**src/design/assert_macros.svh**
```systemverilog
// ----------------------------------------------------------------------------
// assert_macros
// Assertion helpers shared by the design files.
// ----------------------------------------------------------------------------
`ifndef ASSERT_MACROS_SVH
`define ASSERT_MACROS_SVH

// Clocked property with synchronous reset disable
`define PFCI_ASSERT_CLK(lbl, clk, rst, prop, msg) \
   lbl: assert property (@(posedge clk) disable iff (rst) prop) else $error(msg);

// Invariant that holds at every enabled edge
`define PFCI_ASSERT_INV(lbl, clk, rst, expr, msg) \
   `PFCI_ASSERT_CLK(lbl, clk, rst, expr, msg)

`endif

```
**src/design/pfci_pkg.sv**
```systemverilog
// ----------------------------------------------------------------------------
// pfci_pkg
// Widths, codes, shared types and helpers of the cone isolation sum block.
// ----------------------------------------------------------------------------
package pfci_pkg;

   // Field widths
   localparam int PT_BITS   = 16;
   localparam int ANG_W     = 11;
   localparam int DIFF_W    = ANG_W + 1;
   localparam int SQ_W      = 2 * ANG_W;
   localparam int KIND_W    = 2;
   localparam int ACC_W     = 24;
   localparam int REL_W     = 16;
   localparam int DR2_W     = 23;
   localparam int CUT_W     = 16;
   localparam int CMP_W     = (PT_BITS > CUT_W) ? PT_BITS : CUT_W;
   localparam int SUM_W     = ((PT_BITS > ACC_W) ? PT_BITS : ACC_W) + 1;

   // Relative isolation scale and divider sizing
   localparam int REL_SHIFT = 10;
   localparam int NUM_W     = ACC_W + REL_SHIFT;
   localparam int LIM_W     = (NUM_W > PT_BITS + REL_W) ? NUM_W : PT_BITS + REL_W;
   localparam int DIV_CNT_W = $clog2(REL_W);

   // Saturation limits
   localparam logic [ACC_W-1:0] ACC_MAX = {ACC_W{1'b1}};
   localparam logic [REL_W-1:0] REL_MAX = {REL_W{1'b1}};

   // Azimuth wrap, in angle units
   localparam int PHI_HALF = 720;
   localparam int PHI_FULL = 1440;

   // Particle kinds
   localparam logic [KIND_W-1:0] KIND_CHG   = 2'd0;
   localparam logic [KIND_W-1:0] KIND_NEU   = 2'd1;
   localparam logic [KIND_W-1:0] KIND_PHO   = 2'd2;
   localparam logic [KIND_W-1:0] KIND_OTHER = 2'd3;

   // Input opcodes
   localparam logic OPC_LOAD     = 1'b0;
   localparam logic OPC_PARTICLE = 1'b1;

   // Queue operation codes, front to back
   localparam int OP_W = 3;
   localparam logic [OP_W-1:0] OP_CLEAR = 3'd0;
   localparam logic [OP_W-1:0] OP_SKIP  = 3'd1;
   localparam logic [OP_W-1:0] OP_CHG   = 3'd2;
   localparam logic [OP_W-1:0] OP_NEU   = 3'd3;
   localparam logic [OP_W-1:0] OP_PHO   = 3'd4;
   localparam logic [OP_W-1:0] OP_PU    = 3'd5;

   // Queue sizing
   localparam int Q_DEPTH = 4;
   localparam int Q_PTR_W = $clog2(Q_DEPTH);
   localparam int Q_CNT_W = $clog2(Q_DEPTH + 1);

   // Register map
   localparam int CSR_ADDR_W = 5;
   localparam int CSR_IDX_W  = 3;
   localparam int CSR_DATA_W = 32;
   localparam logic [CSR_IDX_W-1:0] CSR_CONE        = 3'd0;
   localparam logic [CSR_IDX_W-1:0] CSR_CHG_VETO    = 3'd1;
   localparam logic [CSR_IDX_W-1:0] CSR_NEU_VETO    = 3'd2;
   localparam logic [CSR_IDX_W-1:0] CSR_CHG_PT_MIN  = 3'd3;
   localparam logic [CSR_IDX_W-1:0] CSR_NEU_PT_MIN  = 3'd4;
   localparam logic [CSR_IDX_W-1:0] CSR_PU_PT_MIN   = 3'd5;

   // Register reset values
   localparam logic [DR2_W-1:0] CONE_RST     = 23'd8464;
   localparam logic [DR2_W-1:0] CHG_VETO_RST = 23'd0;
   localparam logic [DR2_W-1:0] NEU_VETO_RST = 23'd5;
   localparam logic [CUT_W-1:0] CHG_MIN_RST  = 16'd0;
   localparam logic [CUT_W-1:0] NEU_MIN_RST  = 16'd2;
   localparam logic [CUT_W-1:0] PU_MIN_RST   = 16'd2;

   // Cut settings seen by the front
   typedef struct packed {
      logic [DR2_W-1:0] cone_dr2;
      logic [DR2_W-1:0] charged_veto_dr2;
      logic [DR2_W-1:0] neutral_veto_dr2;
      logic [CUT_W-1:0] charged_pt_min;
      logic [CUT_W-1:0] neutral_pt_min;
      logic [CUT_W-1:0] pileup_pt_min;
   } cfg_type;

   // One classified item in the queue
   typedef struct packed {
      logic [OP_W-1:0]    op;
      logic [PT_BITS-1:0] pt;
      logic               last;
   } qent_type;

   // Saturating accumulate of one pt value
   function automatic logic [ACC_W-1:0] sat_add(input logic [ACC_W-1:0] acc,
                                                input logic [PT_BITS-1:0] pt);
      logic [SUM_W-1:0] s;
      s = SUM_W'(acc) + SUM_W'(pt);
      sat_add = (s > SUM_W'(ACC_MAX)) ? ACC_MAX : ACC_W'(s);
   endfunction

endpackage

```
**src/design/pfci_front.sv**
```systemverilog
// ----------------------------------------------------------------------------
// pfci_front
// Accepts items, forms the squared distance to the reference and classifies
// each particle into the sum it feeds, then writes it to the queue.
// ----------------------------------------------------------------------------
module pfci_front (
   input  logic                              clock,
   input  logic                              reset,
   input  pfci_pkg::cfg_type                 cfg,
   input  logic                              push,
   output logic                              full,
   input  logic                              req_opcode,
   input  logic [pfci_pkg::PT_BITS-1:0]      req_pt,
   input  logic signed [pfci_pkg::ANG_W-1:0] req_eta,
   input  logic signed [pfci_pkg::ANG_W-1:0] req_phi,
   input  logic [pfci_pkg::KIND_W-1:0]       req_kind,
   input  logic                              req_from_pileup,
   input  logic                              req_last,
   input  logic                              q_full,
   output logic                              q_wr,
   output pfci_pkg::qent_type                q_wr_data
);

   // Reference direction
   logic signed [pfci_pkg::ANG_W-1:0] ref_eta_ff, ref_eta_in;
   logic signed [pfci_pkg::ANG_W-1:0] ref_phi_ff, ref_phi_in;

   // Stage 1: absolute angle differences
   logic                           s1_valid_ff, s1_valid_in;
   logic                           s1_opcode_ff, s1_opcode_in;
   logic [pfci_pkg::PT_BITS-1:0]   s1_pt_ff, s1_pt_in;
   logic [pfci_pkg::KIND_W-1:0]    s1_kind_ff, s1_kind_in;
   logic                           s1_pu_ff, s1_pu_in;
   logic                           s1_last_ff, s1_last_in;
   logic [pfci_pkg::ANG_W-1:0]     s1_ae_ff, s1_ae_in;
   logic [pfci_pkg::ANG_W-1:0]     s1_ap_ff, s1_ap_in;

   // Stage 2: squared distance
   logic                           s2_valid_ff, s2_valid_in;
   logic                           s2_opcode_ff, s2_opcode_in;
   logic [pfci_pkg::PT_BITS-1:0]   s2_pt_ff, s2_pt_in;
   logic [pfci_pkg::KIND_W-1:0]    s2_kind_ff, s2_kind_in;
   logic                           s2_pu_ff, s2_pu_in;
   logic                           s2_last_ff, s2_last_in;
   logic [pfci_pkg::DR2_W-1:0]     s2_d2_ff, s2_d2_in;

   logic accept, s1_take, s1_out, s2_take, s2_out;
   logic signed [pfci_pkg::DIFF_W-1:0] de, dp_raw, dp;
   logic [pfci_pkg::SQ_W-1:0] sq_e, sq_p;
   logic in_cone, out_cveto, out_nveto;
   logic pt_chg, pt_neu, pt_pu;
   logic [pfci_pkg::OP_W-1:0] cls_op;

   // Pipeline flow control, stalled from the queue
   assign s2_out  = s2_valid_ff && !q_full;
   assign s2_take = !s2_valid_ff || s2_out;
   assign s1_out  = s1_valid_ff && s2_take;
   assign s1_take = !s1_valid_ff || s1_out;
   assign full    = !s1_take;
   assign accept  = push && s1_take;

   // Angle differences, azimuth wrapped into [-720, 719]
   always_comb begin
      de     = {req_eta[pfci_pkg::ANG_W-1], req_eta}
             - {ref_eta_ff[pfci_pkg::ANG_W-1], ref_eta_ff};
      dp_raw = {req_phi[pfci_pkg::ANG_W-1], req_phi}
             - {ref_phi_ff[pfci_pkg::ANG_W-1], ref_phi_ff};
      if (dp_raw >= $signed(pfci_pkg::DIFF_W'(pfci_pkg::PHI_HALF))) begin
         dp = dp_raw - $signed(pfci_pkg::DIFF_W'(pfci_pkg::PHI_FULL));
      end else if (dp_raw < -$signed(pfci_pkg::DIFF_W'(pfci_pkg::PHI_HALF))) begin
         dp = dp_raw + $signed(pfci_pkg::DIFF_W'(pfci_pkg::PHI_FULL));
      end else begin
         dp = dp_raw;
      end
   end

   // Stage 1 load and reference update
   always_comb begin
      ref_eta_in   = ref_eta_ff;
      ref_phi_in   = ref_phi_ff;
      s1_valid_in  = s1_valid_ff && !s1_out;
      s1_opcode_in = s1_opcode_ff;
      s1_pt_in     = s1_pt_ff;
      s1_kind_in   = s1_kind_ff;
      s1_pu_in     = s1_pu_ff;
      s1_last_in   = s1_last_ff;
      s1_ae_in     = s1_ae_ff;
      s1_ap_in     = s1_ap_ff;
      if (accept) begin
         s1_valid_in  = 1'b1;
         s1_opcode_in = req_opcode;
         s1_pt_in     = req_pt;
         s1_kind_in   = req_kind;
         s1_pu_in     = req_from_pileup;
         s1_last_in   = req_last;
         s1_ae_in     = de[pfci_pkg::DIFF_W-1] ? pfci_pkg::ANG_W'(-de)
                                               : pfci_pkg::ANG_W'(de);
         s1_ap_in     = dp[pfci_pkg::DIFF_W-1] ? pfci_pkg::ANG_W'(-dp)
                                               : pfci_pkg::ANG_W'(dp);
         if (req_opcode == pfci_pkg::OPC_LOAD) begin
            ref_eta_in = req_eta;
            ref_phi_in = req_phi;
         end
      end
   end

   // Stage 2: squares and their sum
   always_comb begin
      sq_e         = pfci_pkg::SQ_W'(s1_ae_ff) * pfci_pkg::SQ_W'(s1_ae_ff);
      sq_p         = pfci_pkg::SQ_W'(s1_ap_ff) * pfci_pkg::SQ_W'(s1_ap_ff);
      s2_valid_in  = s2_valid_ff && !s2_out;
      s2_opcode_in = s2_opcode_ff;
      s2_pt_in     = s2_pt_ff;
      s2_kind_in   = s2_kind_ff;
      s2_pu_in     = s2_pu_ff;
      s2_last_in   = s2_last_ff;
      s2_d2_in     = s2_d2_ff;
      if (s1_out) begin
         s2_valid_in  = 1'b1;
         s2_opcode_in = s1_opcode_ff;
         s2_pt_in     = s1_pt_ff;
         s2_kind_in   = s1_kind_ff;
         s2_pu_in     = s1_pu_ff;
         s2_last_in   = s1_last_ff;
         s2_d2_in     = pfci_pkg::DR2_W'(sq_e) + pfci_pkg::DR2_W'(sq_p);
      end
   end

   // Classification against cone, vetoes and pt cuts
   always_comb begin
      in_cone   = s2_d2_ff < cfg.cone_dr2;
      out_cveto = s2_d2_ff > cfg.charged_veto_dr2;
      out_nveto = s2_d2_ff > cfg.neutral_veto_dr2;
      pt_chg    = pfci_pkg::CMP_W'(s2_pt_ff) > pfci_pkg::CMP_W'(cfg.charged_pt_min);
      pt_neu    = pfci_pkg::CMP_W'(s2_pt_ff) > pfci_pkg::CMP_W'(cfg.neutral_pt_min);
      pt_pu     = pfci_pkg::CMP_W'(s2_pt_ff) > pfci_pkg::CMP_W'(cfg.pileup_pt_min);
      cls_op    = pfci_pkg::OP_SKIP;
      if (s2_opcode_ff == pfci_pkg::OPC_LOAD) begin
         cls_op = pfci_pkg::OP_CLEAR;
      end else if (in_cone) begin
         if (s2_pu_ff) begin
            if (s2_kind_ff == pfci_pkg::KIND_CHG && pt_pu && out_nveto) begin
               cls_op = pfci_pkg::OP_PU;
            end
         end else begin
            case (s2_kind_ff)
               pfci_pkg::KIND_CHG: if (pt_chg && out_cveto) cls_op = pfci_pkg::OP_CHG;
               pfci_pkg::KIND_NEU: if (pt_neu && out_nveto) cls_op = pfci_pkg::OP_NEU;
               pfci_pkg::KIND_PHO: if (pt_neu && out_nveto) cls_op = pfci_pkg::OP_PHO;
               default:            cls_op = pfci_pkg::OP_SKIP;
            endcase
         end
      end
   end

   // Queue write
   assign q_wr           = s2_out;
   assign q_wr_data.op   = cls_op;
   assign q_wr_data.pt   = s2_pt_ff;
   assign q_wr_data.last = (s2_opcode_ff == pfci_pkg::OPC_PARTICLE) && s2_last_ff;

   // Control registers
   always_ff @(posedge clock) begin
      if (reset) begin
         s1_valid_ff <= 1'b0;
         s2_valid_ff <= 1'b0;
         ref_eta_ff  <= '0;
         ref_phi_ff  <= '0;
      end else begin
         s1_valid_ff <= s1_valid_in;
         s2_valid_ff <= s2_valid_in;
         ref_eta_ff  <= ref_eta_in;
         ref_phi_ff  <= ref_phi_in;
      end
   end

   // Payload registers
   always_ff @(posedge clock) begin
      s1_opcode_ff <= s1_opcode_in;
      s1_pt_ff     <= s1_pt_in;
      s1_kind_ff   <= s1_kind_in;
      s1_pu_ff     <= s1_pu_in;
      s1_last_ff   <= s1_last_in;
      s1_ae_ff     <= s1_ae_in;
      s1_ap_ff     <= s1_ap_in;
      s2_opcode_ff <= s2_opcode_in;
      s2_pt_ff     <= s2_pt_in;
      s2_kind_ff   <= s2_kind_in;
      s2_pu_ff     <= s2_pu_in;
      s2_last_ff   <= s2_last_in;
      s2_d2_ff     <= s2_d2_in;
   end

endmodule

```
**src/design/pfci_queue.sv**
```systemverilog
// ----------------------------------------------------------------------------
// pfci_queue
// Short queue of classified items between the front and the back.
// ----------------------------------------------------------------------------
`include "assert_macros.svh"

module pfci_queue (
   input  logic               clock,
   input  logic               reset,
   input  logic               wr_en,
   input  pfci_pkg::qent_type wr_data,
   output logic               full,
   output logic               rd_valid,
   input  logic               rd_en,
   output pfci_pkg::qent_type rd_data
);

   pfci_pkg::qent_type entry_ff [pfci_pkg::Q_DEPTH];
   logic [pfci_pkg::Q_PTR_W-1:0] wr_ptr_ff, wr_ptr_in;
   logic [pfci_pkg::Q_PTR_W-1:0] rd_ptr_ff, rd_ptr_in;
   logic [pfci_pkg::Q_CNT_W-1:0] count_ff, count_in;
   logic do_wr, do_rd;

   assign full     = count_ff == pfci_pkg::Q_CNT_W'(pfci_pkg::Q_DEPTH);
   assign rd_valid = count_ff != '0;
   assign rd_data  = entry_ff[rd_ptr_ff];
   assign do_wr    = wr_en && !full;
   assign do_rd    = rd_en && rd_valid;

   // Pointer and fill count update
   always_comb begin
      wr_ptr_in = do_wr ? wr_ptr_ff + 1'b1 : wr_ptr_ff;
      rd_ptr_in = do_rd ? rd_ptr_ff + 1'b1 : rd_ptr_ff;
      count_in  = count_ff;
      if (do_wr && !do_rd) begin
         count_in = count_ff + 1'b1;
      end else if (do_rd && !do_wr) begin
         count_in = count_ff - 1'b1;
      end
   end

   always_ff @(posedge clock) begin
      if (reset) begin
         wr_ptr_ff <= '0;
         rd_ptr_ff <= '0;
         count_ff  <= '0;
      end else begin
         wr_ptr_ff <= wr_ptr_in;
         rd_ptr_ff <= rd_ptr_in;
         count_ff  <= count_in;
      end
   end

   // Entry storage
   always_ff @(posedge clock) begin
      if (do_wr) begin
         entry_ff[wr_ptr_ff] <= wr_data;
      end
   end

   `PFCI_ASSERT_INV(a_q_count_bound, clock, reset, count_ff <= pfci_pkg::Q_CNT_W'(pfci_pkg::Q_DEPTH), "queue fill count above depth")

endmodule

```
**src/design/pfci_back.sv**
```systemverilog
// ----------------------------------------------------------------------------
// pfci_back
// Applies queued items to the four sums and, on a last particle, forms the
// corrected isolation and its ratio to the reference pt in a result register.
// ----------------------------------------------------------------------------
`include "assert_macros.svh"

module pfci_back (
   input  logic                            clock,
   input  logic                            reset,
   input  logic                            q_valid,
   input  pfci_pkg::qent_type              q_rd_data,
   output logic                            q_rd,
   output logic                            empty,
   input  logic                            pop,
   output logic [pfci_pkg::ACC_W-1:0]      rsp_abs_iso,
   output logic [pfci_pkg::REL_W-1:0]      rsp_rel_iso,
   output logic [pfci_pkg::ACC_W-1:0]      rsp_charged_total,
   output logic [pfci_pkg::ACC_W-1:0]      rsp_neutral_total,
   output logic [pfci_pkg::ACC_W-1:0]      rsp_pileup_total
);

   // Sequencer states
   localparam logic [2:0] ST_RUN   = 3'd0;
   localparam logic [2:0] ST_SUB   = 3'd1;
   localparam logic [2:0] ST_ABS   = 3'd2;
   localparam logic [2:0] ST_CHK   = 3'd3;
   localparam logic [2:0] ST_DIV   = 3'd4;
   localparam logic [2:0] ST_WRITE = 3'd5;

   logic [2:0] state_ff, state_in;

   // Reference pt and sums
   logic [pfci_pkg::PT_BITS-1:0] ref_pt_ff, ref_pt_in;
   logic [pfci_pkg::ACC_W-1:0]   charged_acc_ff, charged_acc_in;
   logic [pfci_pkg::ACC_W-1:0]   neutral_acc_ff, neutral_acc_in;
   logic [pfci_pkg::ACC_W-1:0]   photon_acc_ff, photon_acc_in;
   logic [pfci_pkg::ACC_W-1:0]   pileup_acc_ff, pileup_acc_in;

   // Result working registers
   logic [pfci_pkg::ACC_W:0]     corr_ff, corr_in;
   logic [pfci_pkg::ACC_W-1:0]   np_sat_ff, np_sat_in;
   logic [pfci_pkg::ACC_W-1:0]   abs_ff, abs_in;
   logic                         sat_ff, sat_in;
   logic [pfci_pkg::PT_BITS-1:0] rem_ff, rem_in;
   logic [pfci_pkg::REL_W-1:0]   low_ff, low_in;
   logic [pfci_pkg::REL_W-1:0]   quo_ff, quo_in;
   logic [pfci_pkg::DIV_CNT_W-1:0] cnt_ff, cnt_in;

   // Result register
   logic                         out_valid_ff, out_valid_in;
   logic [pfci_pkg::ACC_W-1:0]   out_abs_ff, out_abs_in;
   logic [pfci_pkg::REL_W-1:0]   out_rel_ff, out_rel_in;
   logic [pfci_pkg::ACC_W-1:0]   out_chg_ff, out_chg_in;
   logic [pfci_pkg::ACC_W-1:0]   out_neu_ff, out_neu_in;
   logic [pfci_pkg::ACC_W-1:0]   out_pu_ff, out_pu_in;

   logic [pfci_pkg::ACC_W:0]     np, half;
   logic [pfci_pkg::ACC_W+1:0]   abs_sum;
   logic [pfci_pkg::NUM_W-1:0]   num;
   logic [pfci_pkg::PT_BITS:0]   trial;
   logic                         out_pop, out_free;

   assign q_rd     = q_valid && (state_ff == ST_RUN);
   assign out_pop  = pop && out_valid_ff;
   assign out_free = !out_valid_ff || out_pop;

   always_comb begin
      state_in       = state_ff;
      ref_pt_in      = ref_pt_ff;
      charged_acc_in = charged_acc_ff;
      neutral_acc_in = neutral_acc_ff;
      photon_acc_in  = photon_acc_ff;
      pileup_acc_in  = pileup_acc_ff;
      corr_in        = corr_ff;
      np_sat_in      = np_sat_ff;
      abs_in         = abs_ff;
      sat_in         = sat_ff;
      rem_in         = rem_ff;
      low_in         = low_ff;
      quo_in         = quo_ff;
      cnt_in         = cnt_ff;
      out_valid_in   = out_valid_ff && !out_pop;
      out_abs_in     = out_abs_ff;
      out_rel_in     = out_rel_ff;
      out_chg_in     = out_chg_ff;
      out_neu_in     = out_neu_ff;
      out_pu_in      = out_pu_ff;

      np      = (pfci_pkg::ACC_W+1)'(neutral_acc_ff) + (pfci_pkg::ACC_W+1)'(photon_acc_ff);
      half    = (pfci_pkg::ACC_W+1)'(pileup_acc_ff >> 1);
      abs_sum = (pfci_pkg::ACC_W+2)'(charged_acc_ff) + (pfci_pkg::ACC_W+2)'(corr_ff);
      num     = {abs_ff, {pfci_pkg::REL_SHIFT{1'b0}}};
      trial   = {rem_ff, low_ff[pfci_pkg::REL_W-1]};

      unique case (state_ff)
         // Apply queued items to the sums
         ST_RUN: begin
            if (q_rd) begin
               case (q_rd_data.op)
                  pfci_pkg::OP_CLEAR: begin
                     ref_pt_in      = q_rd_data.pt;
                     charged_acc_in = '0;
                     neutral_acc_in = '0;
                     photon_acc_in  = '0;
                     pileup_acc_in  = '0;
                  end
                  pfci_pkg::OP_CHG:
                     charged_acc_in = pfci_pkg::sat_add(charged_acc_ff, q_rd_data.pt);
                  pfci_pkg::OP_NEU:
                     neutral_acc_in = pfci_pkg::sat_add(neutral_acc_ff, q_rd_data.pt);
                  pfci_pkg::OP_PHO:
                     photon_acc_in  = pfci_pkg::sat_add(photon_acc_ff, q_rd_data.pt);
                  pfci_pkg::OP_PU:
                     pileup_acc_in  = pfci_pkg::sat_add(pileup_acc_ff, q_rd_data.pt);
                  default: ;
               endcase
               if (q_rd_data.last) begin
                  state_in = ST_SUB;
               end
            end
         end
         // Neutral plus photon, less half the pileup, floored at zero
         ST_SUB: begin
            corr_in   = (np > half) ? np - half : '0;
            np_sat_in = (np > (pfci_pkg::ACC_W+1)'(pfci_pkg::ACC_MAX))
                      ? pfci_pkg::ACC_MAX : pfci_pkg::ACC_W'(np);
            state_in  = ST_ABS;
         end
         // Add the charged sum, saturating
         ST_ABS: begin
            abs_in   = (abs_sum > (pfci_pkg::ACC_W+2)'(pfci_pkg::ACC_MAX))
                     ? pfci_pkg::ACC_MAX : pfci_pkg::ACC_W'(abs_sum);
            state_in = ST_CHK;
         end
         // Quotient overflow check (also covers a zero reference pt)
         ST_CHK: begin
            sat_in = pfci_pkg::LIM_W'(num)
                  >= pfci_pkg::LIM_W'({ref_pt_ff, {pfci_pkg::REL_W{1'b0}}});
            rem_in = pfci_pkg::PT_BITS'(num >> pfci_pkg::REL_W);
            low_in = num[pfci_pkg::REL_W-1:0];
            quo_in = '0;
            cnt_in = '0;
            state_in = sat_in ? ST_WRITE : ST_DIV;
         end
         // Restoring division, one quotient bit a cycle
         ST_DIV: begin
            if (trial >= {1'b0, ref_pt_ff}) begin
               rem_in = pfci_pkg::PT_BITS'(trial - {1'b0, ref_pt_ff});
               quo_in = {quo_ff[pfci_pkg::REL_W-2:0], 1'b1};
            end else begin
               rem_in = pfci_pkg::PT_BITS'(trial);
               quo_in = {quo_ff[pfci_pkg::REL_W-2:0], 1'b0};
            end
            low_in = low_ff << 1;
            cnt_in = cnt_ff + 1'b1;
            if (cnt_ff == pfci_pkg::DIV_CNT_W'(pfci_pkg::REL_W - 1)) begin
               state_in = ST_WRITE;
            end
         end
         // Load the result register once it is free
         ST_WRITE: begin
            if (out_free) begin
               out_valid_in = 1'b1;
               out_abs_in   = abs_ff;
               out_rel_in   = sat_ff ? pfci_pkg::REL_MAX : quo_ff;
               out_chg_in   = charged_acc_ff;
               out_neu_in   = np_sat_ff;
               out_pu_in    = pileup_acc_ff;
               state_in     = ST_RUN;
            end
         end
         default: state_in = ST_RUN;
      endcase
   end

   // Control state and sums
   always_ff @(posedge clock) begin
      if (reset) begin
         state_ff       <= ST_RUN;
         out_valid_ff   <= 1'b0;
         ref_pt_ff      <= '0;
         charged_acc_ff <= '0;
         neutral_acc_ff <= '0;
         photon_acc_ff  <= '0;
         pileup_acc_ff  <= '0;
      end else begin
         state_ff       <= state_in;
         out_valid_ff   <= out_valid_in;
         ref_pt_ff      <= ref_pt_in;
         charged_acc_ff <= charged_acc_in;
         neutral_acc_ff <= neutral_acc_in;
         photon_acc_ff  <= photon_acc_in;
         pileup_acc_ff  <= pileup_acc_in;
      end
   end

   // Working and result payload
   always_ff @(posedge clock) begin
      corr_ff    <= corr_in;
      np_sat_ff  <= np_sat_in;
      abs_ff     <= abs_in;
      sat_ff     <= sat_in;
      rem_ff     <= rem_in;
      low_ff     <= low_in;
      quo_ff     <= quo_in;
      cnt_ff     <= cnt_in;
      out_abs_ff <= out_abs_in;
      out_rel_ff <= out_rel_in;
      out_chg_ff <= out_chg_in;
      out_neu_ff <= out_neu_in;
      out_pu_ff  <= out_pu_in;
   end

   assign empty             = !out_valid_ff;
   assign rsp_abs_iso       = out_abs_ff;
   assign rsp_rel_iso       = out_rel_ff;
   assign rsp_charged_total = out_chg_ff;
   assign rsp_neutral_total = out_neu_ff;
   assign rsp_pileup_total  = out_pu_ff;

   `PFCI_ASSERT_CLK(a_sums_hold, clock, reset, (state_ff != ST_RUN) |=> ($stable(charged_acc_ff) && $stable(pileup_acc_ff)), "sums changed while forming a result")
   `PFCI_ASSERT_CLK(a_result_held, clock, reset, (out_valid_ff && !pop) |=> (out_valid_ff && $stable(out_abs_ff) && $stable(out_rel_ff)), "waiting result overwritten")
   `PFCI_ASSERT_INV(a_div_rem_bound, clock, reset, (state_ff != ST_DIV) || (rem_ff < ref_pt_ff), "divider remainder not below divisor")

endmodule

```
**src/design/pf_cone_isolation_sum.sv**
```systemverilog
// ----------------------------------------------------------------------------
// pf_cone_isolation_sum
// Delta-beta corrected particle-flow cone isolation around a reference object.
// ----------------------------------------------------------------------------
// The input side takes one item per cycle while full is low: a two-stage front
// forms the squared angular distance and classifies the particle, then writes
// it into a four-entry queue. The back drains that queue at one item per cycle
// into four saturating sums when not forming a result, so particles stream at
// full rate. A particle marked last makes the back stop draining while it
// corrects the sums, checks the ratio for overflow, runs the bit-serial
// divider (skipped when the ratio saturates) and writes the result, which then
// waits in an output register while the back carries on. While the back is
// busy the queue and front fill, and full rises after about six further items.
// Registers must be written over the APB port only while no item is in flight;
// the block itself does not enforce this.

module pf_cone_isolation_sum (
   input  logic                                    clock,
   input  logic                                    reset,
   // Input queue side
   input  logic                                    push,
   output logic                                    full,
   input  logic                                    req_opcode,
   input  logic [pfci_pkg::PT_BITS-1:0]            req_pt,
   input  logic signed [pfci_pkg::ANG_W-1:0]       req_eta,
   input  logic signed [pfci_pkg::ANG_W-1:0]       req_phi,
   input  logic [pfci_pkg::KIND_W-1:0]             req_kind,
   input  logic                                    req_from_pileup,
   input  logic                                    req_last,
   // Result queue side
   output logic                                    empty,
   input  logic                                    pop,
   output logic [pfci_pkg::ACC_W-1:0]              rsp_abs_iso,
   output logic [pfci_pkg::REL_W-1:0]              rsp_rel_iso,
   output logic [pfci_pkg::ACC_W-1:0]              rsp_charged_total,
   output logic [pfci_pkg::ACC_W-1:0]              rsp_neutral_total,
   output logic [pfci_pkg::ACC_W-1:0]              rsp_pileup_total,
   // Register port
   input  logic                                    psel,
   input  logic                                    penable,
   input  logic                                    pwrite,
   input  logic [pfci_pkg::CSR_ADDR_W-1:0]         paddr,
   input  logic [pfci_pkg::CSR_DATA_W-1:0]         pwdata,
   output logic [pfci_pkg::CSR_DATA_W-1:0]         prdata,
   output logic                                    pready
);

   pfci_pkg::cfg_type  cfg_ff, cfg_in;
   pfci_pkg::qent_type q_wr_data, q_rd_data;
   logic [pfci_pkg::CSR_IDX_W-1:0] csr_idx;
   logic csr_wr, q_wr, q_full, q_valid, q_rd;

   assign pready  = 1'b1;
   assign csr_idx = paddr[pfci_pkg::CSR_ADDR_W-1:2];
   assign csr_wr  = psel && penable && pwrite && pready;

   // Register write decode
   always_comb begin
      cfg_in = cfg_ff;
      if (csr_wr) begin
         unique case (csr_idx)
            pfci_pkg::CSR_CONE:
               cfg_in.cone_dr2 = pwdata[pfci_pkg::DR2_W-1:0];
            pfci_pkg::CSR_CHG_VETO:
               cfg_in.charged_veto_dr2 = pwdata[pfci_pkg::DR2_W-1:0];
            pfci_pkg::CSR_NEU_VETO:
               cfg_in.neutral_veto_dr2 = pwdata[pfci_pkg::DR2_W-1:0];
            pfci_pkg::CSR_CHG_PT_MIN:
               cfg_in.charged_pt_min = pwdata[pfci_pkg::CUT_W-1:0];
            pfci_pkg::CSR_NEU_PT_MIN:
               cfg_in.neutral_pt_min = pwdata[pfci_pkg::CUT_W-1:0];
            pfci_pkg::CSR_PU_PT_MIN:
               cfg_in.pileup_pt_min = pwdata[pfci_pkg::CUT_W-1:0];
            default: ;
         endcase
      end
   end

   // Register read mux
   always_comb begin
      unique case (csr_idx)
         pfci_pkg::CSR_CONE:       prdata = pfci_pkg::CSR_DATA_W'(cfg_ff.cone_dr2);
         pfci_pkg::CSR_CHG_VETO:   prdata = pfci_pkg::CSR_DATA_W'(cfg_ff.charged_veto_dr2);
         pfci_pkg::CSR_NEU_VETO:   prdata = pfci_pkg::CSR_DATA_W'(cfg_ff.neutral_veto_dr2);
         pfci_pkg::CSR_CHG_PT_MIN: prdata = pfci_pkg::CSR_DATA_W'(cfg_ff.charged_pt_min);
         pfci_pkg::CSR_NEU_PT_MIN: prdata = pfci_pkg::CSR_DATA_W'(cfg_ff.neutral_pt_min);
         pfci_pkg::CSR_PU_PT_MIN:  prdata = pfci_pkg::CSR_DATA_W'(cfg_ff.pileup_pt_min);
         default:                  prdata = '0;
      endcase
   end

   always_ff @(posedge clock) begin
      if (reset) begin
         cfg_ff.cone_dr2         <= pfci_pkg::CONE_RST;
         cfg_ff.charged_veto_dr2 <= pfci_pkg::CHG_VETO_RST;
         cfg_ff.neutral_veto_dr2 <= pfci_pkg::NEU_VETO_RST;
         cfg_ff.charged_pt_min   <= pfci_pkg::CHG_MIN_RST;
         cfg_ff.neutral_pt_min   <= pfci_pkg::NEU_MIN_RST;
         cfg_ff.pileup_pt_min    <= pfci_pkg::PU_MIN_RST;
      end else begin
         cfg_ff <= cfg_in;
      end
   end

   // Front: distance and classification
   pfci_front u_front (
      .clock           (clock),
      .reset           (reset),
      .cfg             (cfg_ff),
      .push            (push),
      .full            (full),
      .req_opcode      (req_opcode),
      .req_pt          (req_pt),
      .req_eta         (req_eta),
      .req_phi         (req_phi),
      .req_kind        (req_kind),
      .req_from_pileup (req_from_pileup),
      .req_last        (req_last),
      .q_full          (q_full),
      .q_wr            (q_wr),
      .q_wr_data       (q_wr_data)
   );

   // Queue between front and back
   pfci_queue u_queue (
      .clock    (clock),
      .reset    (reset),
      .wr_en    (q_wr),
      .wr_data  (q_wr_data),
      .full     (q_full),
      .rd_valid (q_valid),
      .rd_en    (q_rd),
      .rd_data  (q_rd_data)
   );

   // Back: sums and result
   pfci_back u_back (
      .clock             (clock),
      .reset             (reset),
      .q_valid           (q_valid),
      .q_rd_data         (q_rd_data),
      .q_rd              (q_rd),
      .empty             (empty),
      .pop               (pop),
      .rsp_abs_iso       (rsp_abs_iso),
      .rsp_rel_iso       (rsp_rel_iso),
      .rsp_charged_total (rsp_charged_total),
      .rsp_neutral_total (rsp_neutral_total),
      .rsp_pileup_total  (rsp_pileup_total)
   );

endmodule
```
**config.mk**
```make
export PLATFORM = sky130hd
export DESIGN_NAME = pf_cone_isolation_sum
export DESIGN_NICKNAME = d
export VERILOG_FILES = /design/src/design/pfci_pkg.sv /design/src/design/pfci_front.sv /design/src/design/pfci_queue.sv /design/src/design/pfci_back.sv /design/src/design/pf_cone_isolation_sum.sv
export VERILOG_INCLUDE_DIRS = /design/src /design/src/design
export SDC_FILE = /design/constraint.sdc
export NUM_CORES = 2
export LEC_CHECK = 0
export ABC_AREA = 1
export BUFFER_PORTS_ARGS = -buffer_cell sky130_fd_sc_hd__buf_2
export CAP_MARGIN = 20
export CORE_UTILIZATION = 57
export CTS_BUF_LIST = sky130_fd_sc_hd__clkbuf_4 sky130_fd_sc_hd__clkbuf_8 sky130_fd_sc_hd__clkbuf_16
export DETAILED_ROUTE_END_ITERATION = 10
export GPL_TIMING_DRIVEN = 1
export PLACE_DENSITY = 0.78
export SLEW_MARGIN = 20
export SYNTH_ARGS = -nofsm -noshare
export SYNTH_HDL_FRONTEND = slang
export SYNTH_SLANG_ARGS = --single-unit
```
**constraint.sdc**
```tcl
create_clock -name clock -period 6.2 [get_ports clock]
set_clock_uncertainty 0.2 [all_clocks]
set_input_delay 0.62 -clock clock [delete_from_list [all_inputs] [get_ports clock]]
set_output_delay 0.62 -clock clock [all_outputs]
set_load 0.02 [all_outputs]
```
# Word-level counts from Yosys, hierarchy flattened
# Memories as Yosys holds them, arrays and structs flattened. A register that Yosys moved wholly into a read port is not among the register bits.
# Cells that the tools add are included.
# Widths: inputs -> output; s select.
# totals
regBits,589
ramBits,80
input_bits,87
output_inout_bits,147
word_cells,209
memories,1
# classes
n_addsub,20
mul,2
n_lt_le_gt_ge,17
eq_ne,22
n_mux,43
bitwise,1
reduce_logical,57
# mem_list
memory,depth,width,rd,rd_clocked_by_memory_dff,wr,line,text
u_queue.entry_ff,4,20,1,1,1,pfci_queue.sv:18,pfci_pkg::qent_type entry_ff [pfci_pkg::Q_DEPTH];
# ops
operator,n
$pmux 24 s2,4
$pmux 23 s6,1
$gt 25x24->1 const B,5
$add 24x16->25,4
$mux 24,4
$pmux 16 s2,3
$gt 16x16->1,3
$gt 23x23->1,2
$mul 11x11->22,2
$ge 34x32->1,1
$mux 3,11
$add 24x25->26,1
$gt 26x24->1 const B,1
$add 24x24->25,1
$gt 25x23->1,1
$sub 25x23->25,1
$mux 12,2
$sub 11x11->12,2
$add 22x22->23,1
$lt 23x23->1,1
$mux 11,2
$neg 11->11,2
$eq 3x3->1 const B,7
$logic_and 1x1->1,19
other kinds (33),81

# Logic depth before layout (Yosys ltp)
# logic_depth
ltp_word,8
mapped_depth,30
depth_no_buf,29

# Cells and area by module
# A second synthesis with hierarchy kept.
# unflattened
hier_cells,5840
hier_area_um2,46882.5
# by_module_without_submodules
module,instances,cells_each,area_per_inst_um2,seq_area_each_um2
pfci_back,1,2852,22346.4,9168.8
pfci_front,1,1811,15331.0,3093.0
pf_cone_isolation_sum,1,914,5768.0,2342.2
pfci_queue,1,263,3437.0,2582.5

# Least setup slack after synthesis
# No wires, ideal clock.
# synth_path
path_kind,reg-to-reg
start,register u_front.s1_ap_ff[7] in the netlist's numbering
end,"register u_front.s2_d2_ff[22] in the netlist's numbering, data pin"
setup_ns,0.262
arrival_ns,6.226
required_ns,5.738
setup_slack_ns,-0.488
stages_incl_launch_ff,30
n_path_buf,1
synth_period_minus_slack_ns,6.688
cell_sequence,edfxtp_1 -> clkbuf_1 -> nand2_1 -> xor2_1 -> ha_1 -> o21bai_1 -> fa_1 -> inv_1 -> fa_1 -> inv_1 -> fa_1 -> fa_1 -> fa_1 -> inv_1 -> fa_1 -> inv_1 -> ha_1 -> nand2_1 -> inv_1 -> nand2_1 -> nand2_1 -> a21oi_1 -> o21ai_0 -> a21boi_0 -> o21bai_1 -> nand2_1 -> nand2_1 -> a21oi_1 -> o21bai_1 -> xor2_1
# synth_via
elab_chain_cells,2
# synth_lines
item,line,text
"start, declared",pfci_front.sv:36,"logic [pfci_pkg::ANG_W-1:0] s1_ap_ff, s1_ap_in;"
"start signal, assigned",pfci_front.sv:185,s1_ap_ff <= s1_ap_in;
$mul 11x11->22,pfci_front.sv:110,sq_p = pfci_pkg::SQ_W'(s1_ap_ff) * pfci_pkg::SQ_W'(s1_ap_ff);
$add 22x22->23,pfci_front.sv:125,s2_d2_in = pfci_pkg::DR2_W'(sq_e) + pfci_pkg::DR2_W'(sq_p);
"end signal, assigned",pfci_front.sv:191,s2_d2_ff <= s2_d2_in;
"end, declared",pfci_front.sv:45,"logic [pfci_pkg::DR2_W-1:0] s2_d2_ff, s2_d2_in;"
# No other way between the ends.
# A chain may end at the register's enable or synchronous reset.

# Worst setup path in the final report
# layout_path
start,register u_front.s1_ae_ff[7] in the netlist's numbering
end,"register u_front.s2_d2_ff[21] in the netlist's numbering, data pin"
# layout_via
elab_chain_cells,2
# layout_lines
item,line,text
"start, declared",pfci_front.sv:35,"logic [pfci_pkg::ANG_W-1:0] s1_ae_ff, s1_ae_in;"
"start signal, assigned",pfci_front.sv:184,s1_ae_ff <= s1_ae_in;
$mul 11x11->22,pfci_front.sv:109,sq_e = pfci_pkg::SQ_W'(s1_ae_ff) * pfci_pkg::SQ_W'(s1_ae_ff);
$add 22x22->23,pfci_front.sv:125,
# No other way between the ends.

==> out/qor.txt <==
Primary FF master, synth = edfxtp_1
Fmax = 153 MHz
Die height = 278 um
WHS Path Cells = 2
Most frequent cells in the layout = nand2_1, inv_1, a21oi_1, ha_1, edfxtp_1
Max Slew Vio Count = 0
Via count = 35300
Crit path buf inv count = 6
Initial antenna violation count = 5
Number of I/O pins = 234
Yosys reg bits = 661
Reg2Reg Setup Slack = -0.34 ns
CP startpoint kind = register
Ys async rst share = 0%
Critical path's slowest cell = fa_1
DRT iter0 DRCs = 2781
Critical Path Sink Type = register
Detail Route Antenna Nets = 0
Post-DR wirelength/cell = 17.5 um
Post-synthesis average cell area = 8.82 um^2
Layout area overhead = 13.2%
DIE AREA = 0.0775 mm^2
H-tree Lvls = 3
Measured slew at the worst slew-check pin = 1.16 ns
Reg2reg start = u_front.s1_ae_ff[7]$_DFFE_PP_
Most common cell after layout, fill and taps aside = nand2_1
Clock sinks = 661
DRT Pass-1 Iters = 6
First-pass GRT wire length = 174 mm
Drt via density = 5.61
Placement Setup Slack = -0.311 ns
Clock tree buffer depth = 3
Critical path's largest stage delay = 0.55 ns
Worst-skew pair later-pin latency = 0.63 ns
Crit share post-route = 106%
RSZ-0062 raised after global routing = yes
Hold WC Path Type = input pin to register
Yosys Warn Count = 0
Largest net degree at the start of global routing = 93
Kind of critical path = register to register
Mapped Cells = 4941
Num rows = 100
Clk pin slew, worst setup/hold paths = 0.06 ns
Worst Reg-to-Reg Cells = 27
Post-synth cell types = 74
Worst path most repeated cell = fa_1
Mapped Area = 0.0436 mm^2
Hpwl dp = 81.5 mm
CTS buffer count = 72
DR DRC count = 0
CTS tree = yes
Outcome = complete, but fails checks
CP Data Arrival Time = 6.72 ns
Failing checks = setup timing
Hold Startpoint = push
Setup violators final = 9
Register area share after synthesis = 39.5%
# Max-Cap Violations = 0
CP Max Fanout = 7
RR Endpoint = u_front.s2_d2_ff[21]$_DFFE_PP_
Core Area = 0.0751 mm^2
Worst rel slew slack = 22.1%
Die width = 278 um
Final WL = 110 mm
Worst path required time = 6.38 ns
Port bufs = 212
Initial core utilization = 58.0%
Total congestion overflow = 0
Period minus WS final = 6.54 ns
GPL Wtd Cong = 0.932
Top delay family on crit path = adder cells
Root buffer cell = clkbuf_16
WHS Endpoint = u_front.s1_valid_ff$_SDFF_PP0_
Post-route worst setup slack = -0.341 ns
Hold Vio Cnt, Final = 0
Share of cells above drive strength 1 = 12.7%
Gr usage total = 28.0%
Final #Nets = 5935
EDFF count, synth = 395
Number of global-route vias before repair = 33500
[area by class of cell]
class	instances	area, um^2
fill	6020	25800
timing repair buffer	382	2420
clock buffer	90	1990
multi-input combinational	3380	23200
antenna	5	12.5
tap	969	1210
clock inverter	41	427
inverter	764	2870
sequential	661	17200
[synth_stat cells (12+ instances only)]
master    number  area [um^2]
buf_4         13         97.6
inv_2         19         71.3
nor4_1        18          113
ha_1         414         5180
xnor2_1       69          604
a221oi_1      12          105
a211oi_1      19          143
a22oi_1       13         97.6
nand4_1       48          300
fa_1         173         3460
o22ai_1       32          200
or2_1         13         81.3
a21oi_1      517         2590
o21ai_1       34          170
clkbuf_1     106          398
o221ai_1      14          123
nand2_2       18          113
o21ai_0      350         1750
o211ai_1      28          210
buf_2         14         70.1
a31oi_1       16          100
dfxtp_1      266         5330
nand2_1      840         3150
edfxtp_1     395        11900
or2_2         15         93.8
xor2_1       122         1070
inv_1        742         2790
o21ai_2       13          114
nor2_1       301         1130
nor3_1        43          215
nand3_1      129          646
o21bai_1      15          113
[kinds of logic (layout without fill, tap and decap cells)]
logic type / Yosys count / count (layout) / share of synthesized area (%)
simple gates: 1465 / 1465 / 14.2
other cells: 2 / 15 / 0.0172
flops: 661 / 661 / 39.5
compound gates: 1126 / 1126 / 14.4
fa+ha+maj: 587 / 587 / 19.8
xor+xnor: 192 / 192 / 3.88
buf+inv: 908 / 1277 / 8.12
[per-stage QoR]
step	setup TNS, ns	instances	util (%)	hold slack (ns)	area [um^2]
6_report	-1.67	6292	65.7	0.0361	49300
3_5_place_dp	-1.17	6108	61.6	0.205	46200
4_1_cts	-0.536	6278	65.4	0.0139	49100
2_1_floorplan	-0.0665	4949	-	0.200	43800
5_1_grt	-3.07	6292	65.7	0.0194	49300
3_3_place_gp	-0.559	6108	61.6	0.200	46200
[layer usage]
layer  up-vias  track usage, %  share of wire, %
met1     16600            36.4                42
met5         -               0                 0
met4         0            11.2               4.0
met2      1189            47.6                48
li1      17200               -                 -
met3       252            3.28               6.2
[worst max path at each step]
stage	start	end	slack, ns	depth (start not counted)
after detailed placement	u_front.s1_ae_ff[2]$_DFFE_PP_	u_front.s2_d2_ff[22]$_DFFE_PP_	-0.31	28
after CTS	u_front.s1_ae_ff[2]$_DFFE_PP_	u_front.s2_d2_ff[22]$_DFFE_PP_	-0.16	27
after global placement	u_front.s1_ae_ff[6]$_DFFE_PP_	u_front.s2_d2_ff[22]$_DFFE_PP_	-0.19	27
final	u_front.s1_ae_ff[7]$_DFFE_PP_	u_front.s2_d2_ff[21]$_DFFE_PP_	-0.34	27
after global routing	u_front.s1_ae_ff[6]$_DFFE_PP_	u_front.s2_d2_ff[22]$_DFFE_PP_	-0.51	26
after floorplan	u_front.s1_ae_ff[9]$_DFFE_PP_	u_front.s2_d2_ff[21]$_DFFE_PP_	-0.03	27
[registers in the layout, summed over array words and instances, names as in the netlist, 16 cells and up, named ones only]
signal / count
u_back.ref_pt_ff: 16
u_front.s1_pt_ff: 16
u_back.photon_acc_ff: 24
u_back.quo_ff: 16
cfg_ff: 117
u_back.rsp_rel_iso: 16
u_back.np_sat_ff: 24
u_back.rem_ff: 16
u_back.charged_acc_ff: 24
u_queue.entry_ff: 80
u_back.neutral_acc_ff: 24
u_front.s2_pt_ff: 16
u_front.s2_d2_ff: 23
u_back.pileup_acc_ff: 24
u_back.rsp_neutral_total: 24
u_back.corr_ff: 25
u_back.abs_ff: 24
u_back.rsp_abs_iso: 24
u_back.rsp_charged_total: 24
u_back.rsp_pileup_total: 24
[worst register-to-register path: cells and delay by family (launching register included)]
family	cells	cell delay, ns
xor+xnor	1	0.14
fa+ha+maj	8	3.66
simple gates	7	0.53
flops	1	0.53
compound gates	5	0.73
buf+inv	6	0.50
[repair_timing]
item,CTS,global route
pin swaps,43,30
cloned,0,0
buffers inserted,19,15
hold buffers,20,0
hold endpoints to repair,20,0
resized for setup,36,41
setup endpoints to repair,8,11
Power is not shown: default switching activity piles up to over one toggle a cycle in this logic, so the estimate is an artifact.
